--- src/lsipid_pkg.sv ---
// Package for the line-sensor incremental PID block.
// Holds the payload types, register indexes and the sensor pattern table.
// No dependencies.
package lsipid_pkg;

    localparam int PATTERN_W = 9;
    localparam int GAIN_W    = 16;
    localparam int ERR_W     = 6;
    localparam int DELTA_W   = 24;
    localparam int CFG_IDX_W = 2;

    typedef logic        [PATTERN_W-1:0] pattern_t;
    typedef logic        [GAIN_W-1:0]    gain_t;
    typedef logic signed [ERR_W-1:0]     err_t;
    typedef logic signed [DELTA_W-1:0]   delta_t;
    typedef logic        [CFG_IDX_W-1:0] cfg_index_t;

    localparam cfg_index_t REG_GAIN_PROP  = 2'd0;
    localparam cfg_index_t REG_GAIN_INTEG = 2'd1;
    localparam cfg_index_t REG_GAIN_DERIV = 2'd2;

    typedef struct packed {
        logic hit;
        err_t err;
    } map_t;

    // Exact-match table from sensor pattern to track error.
    function automatic map_t map_pattern(input pattern_t pat);
        map_t m;
        m.hit = 1'b1;
        case (pat)
            9'b100000000: m.err = -6'sd19;
            9'b110000000: m.err = -6'sd17;
            9'b010000000: m.err = -6'sd16;
            9'b011000000: m.err = -6'sd15;
            9'b001000000: m.err = -6'sd12;
            9'b001100000: m.err = -6'sd11;
            9'b000100000: m.err = -6'sd9;
            9'b000110000: m.err = -6'sd5;
            9'b000010000: m.err = -6'sd3;
            9'b000001000: m.err = 6'sd3;
            9'b000001100: m.err = 6'sd5;
            9'b000000100: m.err = 6'sd7;
            9'b000000110: m.err = 6'sd9;
            9'b000000010: m.err = 6'sd11;
            9'b000000011: m.err = 6'sd12;
            9'b000000001: m.err = 6'sd16;
            default:
            begin
                m.hit = 1'b0;
                m.err = '0;
            end
        endcase
        return m;
    endfunction

endpackage

--- src/line_sensor_incremental_pid.sv ---
// Top level of the line-sensor incremental PID block.
// Maps a sensor pattern to a track error and computes the incremental PID term.
// Depends on lsipid_pkg.
//
//  channel  | direction | handshake           | payload
//  ---------+-----------+---------------------+------------------------------
//  in       | request   | in_valid / in_stall | sensor_pattern
//  out      | result    | out_valid/out_stall | drive_delta, track_error
//  cfg      | write     | cfg_write           | cfg_index, cfg_data
//
// Each request is held in the input register and then moves to the result register,
// where its result is shown until it is taken.
// A new request is accepted every cycle while the output side is not stalled.
// Reset clears the gains, the error history and both valid flags.
// While out_stall holds a result, one more request can be taken into the
// input register before in_stall rises.
module line_sensor_incremental_pid (
    input  logic                    clk,
    input  logic                    rst_n,
    input  logic                    cfg_write,
    input  lsipid_pkg::cfg_index_t  cfg_index,
    input  lsipid_pkg::gain_t       cfg_data,
    input  logic                    in_valid,
    output logic                    in_stall,
    input  lsipid_pkg::pattern_t    sensor_pattern,
    output logic                    out_valid,
    input  logic                    out_stall,
    output lsipid_pkg::delta_t      drive_delta,
    output lsipid_pkg::err_t        track_error
);
    import lsipid_pkg::*;

    gain_t    gain_prop_reg;
    gain_t    gain_integ_reg;
    gain_t    gain_deriv_reg;

    logic     in_valid_reg;
    logic     in_valid_next;
    pattern_t pattern_reg;

    err_t     err_now_reg;
    err_t     err_last_reg;
    err_t     err_before_last_reg;
    err_t     err_next;

    logic     out_valid_reg;
    logic     out_valid_next;
    delta_t   delta_reg;
    delta_t   delta_next;

    logic     in_accept;
    logic     result_load;
    map_t     mapped;

    logic signed [7:0]  diff_p;
    logic signed [7:0]  diff_d;
    logic signed [7:0]  err_ext;
    logic signed [24:0] p_term;
    logic signed [24:0] i_term;
    logic signed [24:0] d_term;
    logic signed [25:0] total;

    always_ff @(posedge clk or negedge rst_n)
    begin
        if (!rst_n)
        begin
            gain_prop_reg  <= '0;
            gain_integ_reg <= '0;
            gain_deriv_reg <= '0;
        end
        else if (cfg_write)
        begin
            unique case (cfg_index)
                REG_GAIN_PROP:  gain_prop_reg  <= cfg_data;
                REG_GAIN_INTEG: gain_integ_reg <= cfg_data;
                REG_GAIN_DERIV: gain_deriv_reg <= cfg_data;
                default:
                begin
                end
            endcase
        end
    end

    assign result_load = in_valid_reg && (!out_valid_reg || !out_stall);
    assign in_stall    = in_valid_reg && !result_load;
    assign in_accept   = in_valid && !in_stall;

    always_comb
    begin
        in_valid_next = in_valid_reg;
        if (in_accept)
        begin
            in_valid_next = 1'b1;
        end
        else if (result_load)
        begin
            in_valid_next = 1'b0;
        end
    end

    always_comb
    begin
        out_valid_next = out_valid_reg;
        if (result_load)
        begin
            out_valid_next = 1'b1;
        end
        else if (!out_stall)
        begin
            out_valid_next = 1'b0;
        end
    end

    assign mapped   = map_pattern(pattern_reg);
    assign err_next = mapped.hit ? mapped.err : err_now_reg;

    assign err_ext = {{2{err_next[ERR_W-1]}}, err_next};
    assign diff_p  = err_ext - {{2{err_now_reg[ERR_W-1]}}, err_now_reg};
    assign diff_d  = err_ext
                   - {{1{err_now_reg[ERR_W-1]}}, err_now_reg, 1'b0}
                   + {{2{err_last_reg[ERR_W-1]}}, err_last_reg};

    assign p_term = $signed({1'b0, gain_prop_reg})  * diff_p;
    assign i_term = $signed({1'b0, gain_integ_reg}) * err_ext;
    assign d_term = $signed({1'b0, gain_deriv_reg}) * diff_d;
    assign total  = {p_term[24], p_term} + {i_term[24], i_term} + {d_term[24], d_term};

    assign delta_next = total[DELTA_W-1:0];

    always_ff @(posedge clk or negedge rst_n)
    begin
        if (!rst_n)
        begin
            in_valid_reg        <= 1'b0;
            out_valid_reg       <= 1'b0;
            err_now_reg         <= '0;
            err_last_reg        <= '0;
            err_before_last_reg <= '0;
        end
        else
        begin
            in_valid_reg  <= in_valid_next;
            out_valid_reg <= out_valid_next;
            if (result_load)
            begin
                err_before_last_reg <= err_last_reg;
                err_last_reg        <= err_now_reg;
                err_now_reg         <= err_next;
            end
        end
    end

    always_ff @(posedge clk)
    begin
        if (in_accept)
        begin
            pattern_reg <= sensor_pattern;
        end
        if (result_load)
        begin
            delta_reg <= delta_next;
        end
    end

    assign out_valid   = out_valid_reg;
    assign drive_delta = delta_reg;
    assign track_error = err_now_reg;

    // The shown error always lies inside the table's range.
    assert property (@(posedge clk) disable iff (!rst_n)
        out_valid |-> (track_error >= -6'sd19 && track_error <= 6'sd16))
        else $error("track error outside the table range");

    // The history moves by exactly one place for each result.
    assert property (@(posedge clk) disable iff (!rst_n)
        result_load |=> (err_last_reg == $past(err_now_reg)
                         && err_before_last_reg == $past(err_last_reg)))
        else $error("error history did not shift in step");

    // A pattern outside the table keeps the previous error.
    assert property (@(posedge clk) disable iff (!rst_n)
        (result_load && !mapped.hit) |=> err_now_reg == $past(err_now_reg))
        else $error("unlisted pattern changed the error");

    // The error history changes only when a result is loaded.
    assert property (@(posedge clk) disable iff (!rst_n)
        !result_load |=> $stable(err_now_reg) && $stable(err_last_reg))
        else $error("error history changed without a result");

    // A request waits in the input register only while a result is held.
    assert property (@(posedge clk) disable iff (!rst_n)
        (in_valid_reg && !result_load) |-> (out_valid_reg && out_stall))
        else $error("input register stuck without a held result");

endmodule
--- config.mk ---
export PLATFORM = sky130hd
export DESIGN_NAME = line_sensor_incremental_pid
export DESIGN_NICKNAME = d
export VERILOG_FILES = /design/src/lsipid_pkg.sv /design/src/line_sensor_incremental_pid.sv
export SDC_FILE = /design/constraint.sdc
export NUM_CORES = 1
export LEC_CHECK = 0
export BUFFER_PORTS_ARGS = -buffer_cell sky130_fd_sc_hd__buf_4
export CAP_MARGIN = 20
export CORE_MARGIN = 2
export CORE_UTILIZATION = 46
export DETAILED_ROUTE_END_ITERATION = 10
export SKIP_CTS_REPAIR_TIMING = 1
export SKIP_LAST_GASP = 1
export SLEW_MARGIN = 20
export SYNTH_ARGS = -nofsm -noshare
export SYNTH_HDL_FRONTEND = slang
export SYNTH_SLANG_ARGS = --single-unit
--- constraint.sdc ---
create_clock -name clk -period 16.4 [get_ports clk]
set_input_delay 1.64 -clock clk [delete_from_list [all_inputs] [get_ports clk]]
set_output_delay 1.64 -clock clk [all_outputs]
set_load 0.01 [all_outputs]
==> results of run 1 <==
cells in the final DEF (no fill, tap or decap), types with 8 or more instances in the layout:
cell / count
a21o_1: 13
a21oi_1: 26
and2_1: 137
buf_4: 77
clkbuf_16: 9
dfrtp_1: 62
edfxtp_1: 33
fa_1: 300
ha_1: 109
inv_1: 389
mux2_2: 53
nand2_1: 110
nand2b_1: 51
nand3_1: 8
nor2_1: 36
nor2b_1: 33
o21ai_0: 21
or2_2: 17
xnor2_1: 27
worst max-delay path by stage:
| stage | startpoint | slack (ns) | endpoint |
|---|---|---|---|
| floorplan | pattern_reg[4] | 6.55 | drive_delta[22] |
| detailed placement | pattern_reg[4] | 5.91 | drive_delta[23] |
| CTS | pattern_reg[4] | 5.88 | drive_delta[23] |
| global route | pattern_reg[5] | 5.26 | drive_delta[23] |
| finish | pattern_reg[4] | 5.93 | drive_delta[22] |
| global placement | pattern_reg[5] | 6.04 | drive_delta[23] |
cell families (layout without fill, tap and decap cells):
group | Yosys count | count (layout) | share of synthesized area
simple gates | 425 | 425 | 0.1513
fa+ha+maj | 409 | 409 | 0.4798
other cells | 0 | 1 | 0
xor+xnor | 35 | 35 | 0.01996
compound gates | 96 | 96 | 0.03999
mux | 53 | 53 | 0.03885
flops | 95 | 95 | 0.1655
buf+inv | 425 | 484 | 0.1046
worst max-delay path: cells and delay by family (launching register included):
family | cells | cell delay (ns)
and+or+nand+nor | 8 | 2.21
adders and majority gates | 10 | 4.56
buffers and inverters | 6 | 0.55
xor gates and xnor gates | 1 | 0.15
AOI/OAI and AO/OA | 9 | 2.39
DFF | 1 | 0.50
routing by layer:
metal  share of wire  track usage  vias to the layer above
met1            0.44       0.2928                     5333
met2            0.50       0.3936                      178
li1                -            -                     4708
met5               0            0                        -
met4           0.031      0.08455                        0
met3           0.029      0.01975                       52
through the flow:
| step | cell area [µm²] | hold WS (ns) | std cells | setup slack [ns] | utilization |
|---|---|---|---|---|---|
| after floorplan | 15360 | 0.4434 | 1538 | 6.549 | - |
| after global placement | 16390 | 0.4664 | 2022 | 6.037 | 0.5011 |
| after detailed placement | 16400 | 0.4857 | 2023 | 5.907 | 0.5014 |
| after CTS | 16700 | 0.4976 | 2039 | 5.875 | 0.5106 |
| after global routing | 16700 | 0.5214 | 2039 | 5.261 | 0.5106 |
| final | 16700 | 0.4883 | 2040 | 5.929 | 0.5107 |
cell type report:
type                            instances  area (µm²)
Antenna cell                            1       2.502
Clock inverter                          7       76.32
Tap cell                              442       553.0
Multi-Input combinational cell       1018       11250
Fill cell                            3104       16000
Timing Repair Buffer                   78       589.3
Sequential cell                        95        2542
Inverter                              390        1464
Clock buffer                            9       225.2
==> summary.md, run 1 <==
| Metric | Value |
|---|---|
| Register bit count reported by yosys | `95` |
| Yosys cell types | `53` |
| Ys Warns | `0` |
| Layout cells sized above 1 | `0.1090` |
| WHS Path Cells | `1` |
| Register area share after synthesis | `0.1655` |
| DP HPWL | `29.06 mm` |
| Max-slew violation count | `0` |
| Total Die Area | `~35000 µm²` |
| DRC viols | `0` |
| Area growth syn-to-layout | `8.724%` |
| Main flop type after synthesis | `dfrtp_1` |
| Min cycle time layout | `10.47 ns` |
| Crit path top cell by count | `fa_1` |
| Fin nets | `between 2000 and 2500` |
| Synth top area share | `0.3910` |
| Endpoints failing setup | `0` |
| Root Buffer | `clkbuf_16` |
| Slew headroom | `0.2736` |
| Internal reg-to-reg setup slack | `just under 6 ns` |
| Placer Congestion | `0.8572` |
| Clock Latency Late Sink | `0.39 ns` |
| Avg Synthesized Cell Area | `9.988 µm²` |
| Req. time, crit path | `roughly 17 ns` |
| Worst-path maximum fanout | `18` |
| Critical setup path kind | `reg2reg` |
| CP Capture Type | `flop` |
| Syn Nets | `roughly 2000` |
| Initial Utilization | `0.4697` |
| Total wire length | `roughly 36 mm` |
| Area contributors post-synth | `fa_1 (39%), dfrtp_1 (10%), inv_1 (9.5%)` |
| Reg clk slew, reported paths | `0.08 ns` |
| Hold Violations, Final | `0` |
| Die span in x | `186.7 µm` |
| Top-count cell post-synth | `inv_1` |
| Vias in the first global route | `11400` |
| Fin crit share | `0.6385` |
| Vias | `10270` |
| Iter 0 DRT Violations | `about 480` |
| PortBufs | `between 60 and 70` |
| CP max stage delay | `around 0.6 ns` |
| Post-synthesis cell count | `about 1500` |
| Post-synth top cells | `inv_1 (389), fa_1 (300), and2_1 (137)` |
| Initial DRT Pass Iterations | `5` |
| RSZ-0062 raised after global routing | `no` |
| Setup TNS | `0 ns` |
| Grt total ovfl | `0` |
| R2r endpoint | `drive_delta[22]` |
| Worst hold start | `in_valid_reg` |
| Leading area contributor after synthesis | `fa_1` |
| Routed Antenna Nets | `0` |
| Critical Path AT | `~11 ns` |
| Number of flip-flops in the largest register | `24` |
| # IOs | `64` |
| Vias/cell | `5.035` |
| Worst Hold Path EP | `out_valid` |
| CTS tree | `done` |
| # H-tree levels | `3` |
| Post-synth ARST share | `0.6526` |
| Max-cap violation count | `0` |
| First-pass GRT wire length | `~61 mm` |
| Fmax | `95.50 MHz` |
| Critical R2R Launch | `pattern_reg[4]` |
| Worst-Margin Slew | `1.086 ns` |
| CTS Buf Count | `9` |
| Run status | `complete, no violations` |
| Hold Path Class | `reg2reg` |
| Routed WL per cell | `~18 µm` |
| Num rows | `between 60 and 70` |
| Pin count of the biggest net entering global routing | `63` |
| Clk sinks | `95` |
| Die Height | `186.7 µm` |
| Post-synth EDFFs | `33` |
| CP Launch Type | `flop` |
| Initial antenna violation count | `0` |
| GR Util All Layers | `0.2254` |
| Setup Skew | `0.01489 ns` |
| Reg2Reg Depth | `34` |
| Core footprint | `approximately 33000 µm²` |
| Clock buffer depth | `2` |
| Cell area after synthesis | `15360 µm²` |
| CP max stage cell | `or4_4` |
Power of run 1 is not shown: default switching activity piles up to over one toggle a cycle in this logic, so the estimate is an artifact.
==> inputs of run 2 (changes only) <==
==> constraint.sdc (replaced) <==
create_clock -name clk -period 10.05 [get_ports clk]
set_input_delay 1.005 -clock clk [delete_from_list [all_inputs] [get_ports clk]]
set_output_delay 1.005 -clock clk [all_outputs]
set_load 0.01 [all_outputs]
==> run 2 against run 1 <==
Via count is 0.41% lower. Worst hold slack barely moved. Cell count is 1.0% higher. Clock skew increased by 0.0042 ns. Fmax grew 8.1%. Sequential share of layout area down 0.21 points. Final area rose by 1.4%. First-iteration DRC count shrank 13%. Worst setup slack worse by 5.6 ns. Largest cell class unchanged.
==> summary.md, run 2 (same netlist as run 1, synthesis figures left out) <==
| Metric | Value |
|---|---|
| Run status | `complete, no violations` |
| Register Area | `2542 µm²` |
| DRC viols | `0` |
| Worst setup endpoint | `drive_delta[22]` |
| Worst-Margin Slew | `0.8480 ns` |
| Util after Layout | `0.5180` |
| CP max stage delay | `0.59 ns` |
| # IOs | `64` |
| Grt total ovfl | `0` |
| CP Launch Type | `flop` |
| Placed cell areas | `between 15000 and 20000 µm²` |
| Fin nets | `2055` |
| Clk sinks | `95` |
| Pre-CTS setup slack | `-0.1774 ns` |
| Routed WL per cell | `roughly 17 µm` |
| CP Capture Type | `flop` |
| Commonest non-fill, non-tap cell in the layout | `inv_1` |
| Max-slew violation count | `0` |
| Worst Setup SP | `pattern_reg[5]` |
| Antenna diode count | `0` |
| RSZ-0062 raised after global routing | `yes` |
| Iter 0 DRT Violations | `a little over 400` |
| Crit path top cell by count | `fa_1` |
| Clock Latency Late Sink | `0.39 ns` |
| Hold Violations, Final | `0` |
| Placer Congestion | `0.8120` |
| GR Util All Layers | `0.2250` |
| CP max stage cell | `or4_4` |
| # H-tree levels | `3` |
| Max-cap violation count | `0` |
| Setup TNS | `0 ns` |
| R2r endpoint | `drive_delta[22]` |
| Initial antenna violation count | `0` |
| Initial Utilization | `0.4697` |
| Routed Antenna Nets | `0` |
| DP HPWL | `29.10 mm` |
| Die Height | `186.7 µm` |
| Vias/cell | `approximately 5.0` |
| Fin crit share | `0.9640` |
| Critical R2R Launch | `pattern_reg[5]` |
| Vias | `~10000` |
| CP bufs+invs | `9` |
| CTS tree | `done` |
| Pin count of the biggest net entering global routing | `63` |
| PortBufs | `between 60 and 70` |
| First-pass GRT wire length | `60.62 mm` |
| Reg clk slew, reported paths | `0.08 ns` |
| Footprint of the multi-input gates | `about 11000 µm²` |
| Number of flip-flops in the largest register | `24` |
| Endpoints failing setup | `0` |
| Final WS setup | `0.3622 ns` |
| Min cycle time layout | `9.688 ns` |
| Reg2Reg Depth | `37` |
| Critical setup path kind | `reg2reg` |
| Total Die Area | `34870 µm²` |
| CTS Buf Count | `9` |
| Internal reg-to-reg setup slack | `0.36 ns` |
| Slew headroom | `0.4347` |
| Initial DRT Pass Iterations | `4` |
| Area growth syn-to-layout | `10.27%` |
| Req. time, crit path | `between 10 and 15 ns` |
| Layout fillers | `3066` |
| Setup Skew | `0.01906 ns` |
| Num rows | `66` |
| Finished Cell Area | `16940 µm²` |
| Critical Path AT | `around 10 ns` |
| Die span in x | `186.7 µm` |
| Top Family by Delay on Critical Path | `adder cells` |
| Vias in the first global route | `11430` |
| Hold Path Class | `reg2reg` |
| Worst-path maximum fanout | `8` |
| Total wire length | `35.71 mm` |
| Most frequent cells in the layout | `inv_1 (389), fa_1 (300), and2_1 (137)` |
| Fmax | `103.2 MHz` |
| Root Buffer | `clkbuf_16` |
| Core footprint | `32700 µm²` |
| Clock buffer depth | `2` |
| Layout cells sized above 1 | `0.1248` |
| Worst path depth | `37` |
==> run 2: how the worst min path moves through the flow <==
stage | start | slack [ns] | cells after the start | to
2_1_floorplan | in_valid_reg | 0.44 | 1 | out_valid
3_3_place_gp | in_valid_reg | 0.47 | 1 | out_valid
3_5_place_dp | in_valid_reg | 0.48 | 1 | out_valid
4_1_cts | in_valid_reg | 0.50 | 1 | out_valid
5_1_grt | in_valid_reg | 0.53 | 1 | out_valid
6_report | in_valid_reg | 0.49 | 1 | out_valid
==> run 2: stage by stage <==
step / hold WS [ns] / cells
after floorplan: 0.4434 / 1538
after global placement: 0.4652 / 2040
after detailed placement: 0.4800 / 2040
after CTS: 0.4970 / 2056
after global routing: 0.5272 / 2061
final: 0.4884 / 2061
==> run 2: routing by layer <==
metal  GRT usage  vias to the layer above  wire length (µm)
li1            -                     4740                 -
met1      0.2817                     5312             15110
met2      0.4096                      133             18710
met3     0.02295                       44               931
met4     0.06929                        0               955
met5           0                        -                 0
==> run 2: final cells by class <==
cell class,instances,area share
multi-input combinational,1018,0.6666
inverter,390,0.08642
clock inverter,5,0.003989
sequential,95,0.1501
timing repair buffer,100,0.04594
tap,442,0.03265
clock buffer,11,0.01433
==> run 2: worst register-to-register path: cells and delay by family, from the launching register on <==
kind,cells,cell delay [ns]
xor+xnor,1,0.14
flops,1,0.39
buf+inv,9,0.84
fa+ha+maj,10,4.32
simple gates,5,1.41
compound gates,12,2.45
Power of run 2 is left out for the same reason.
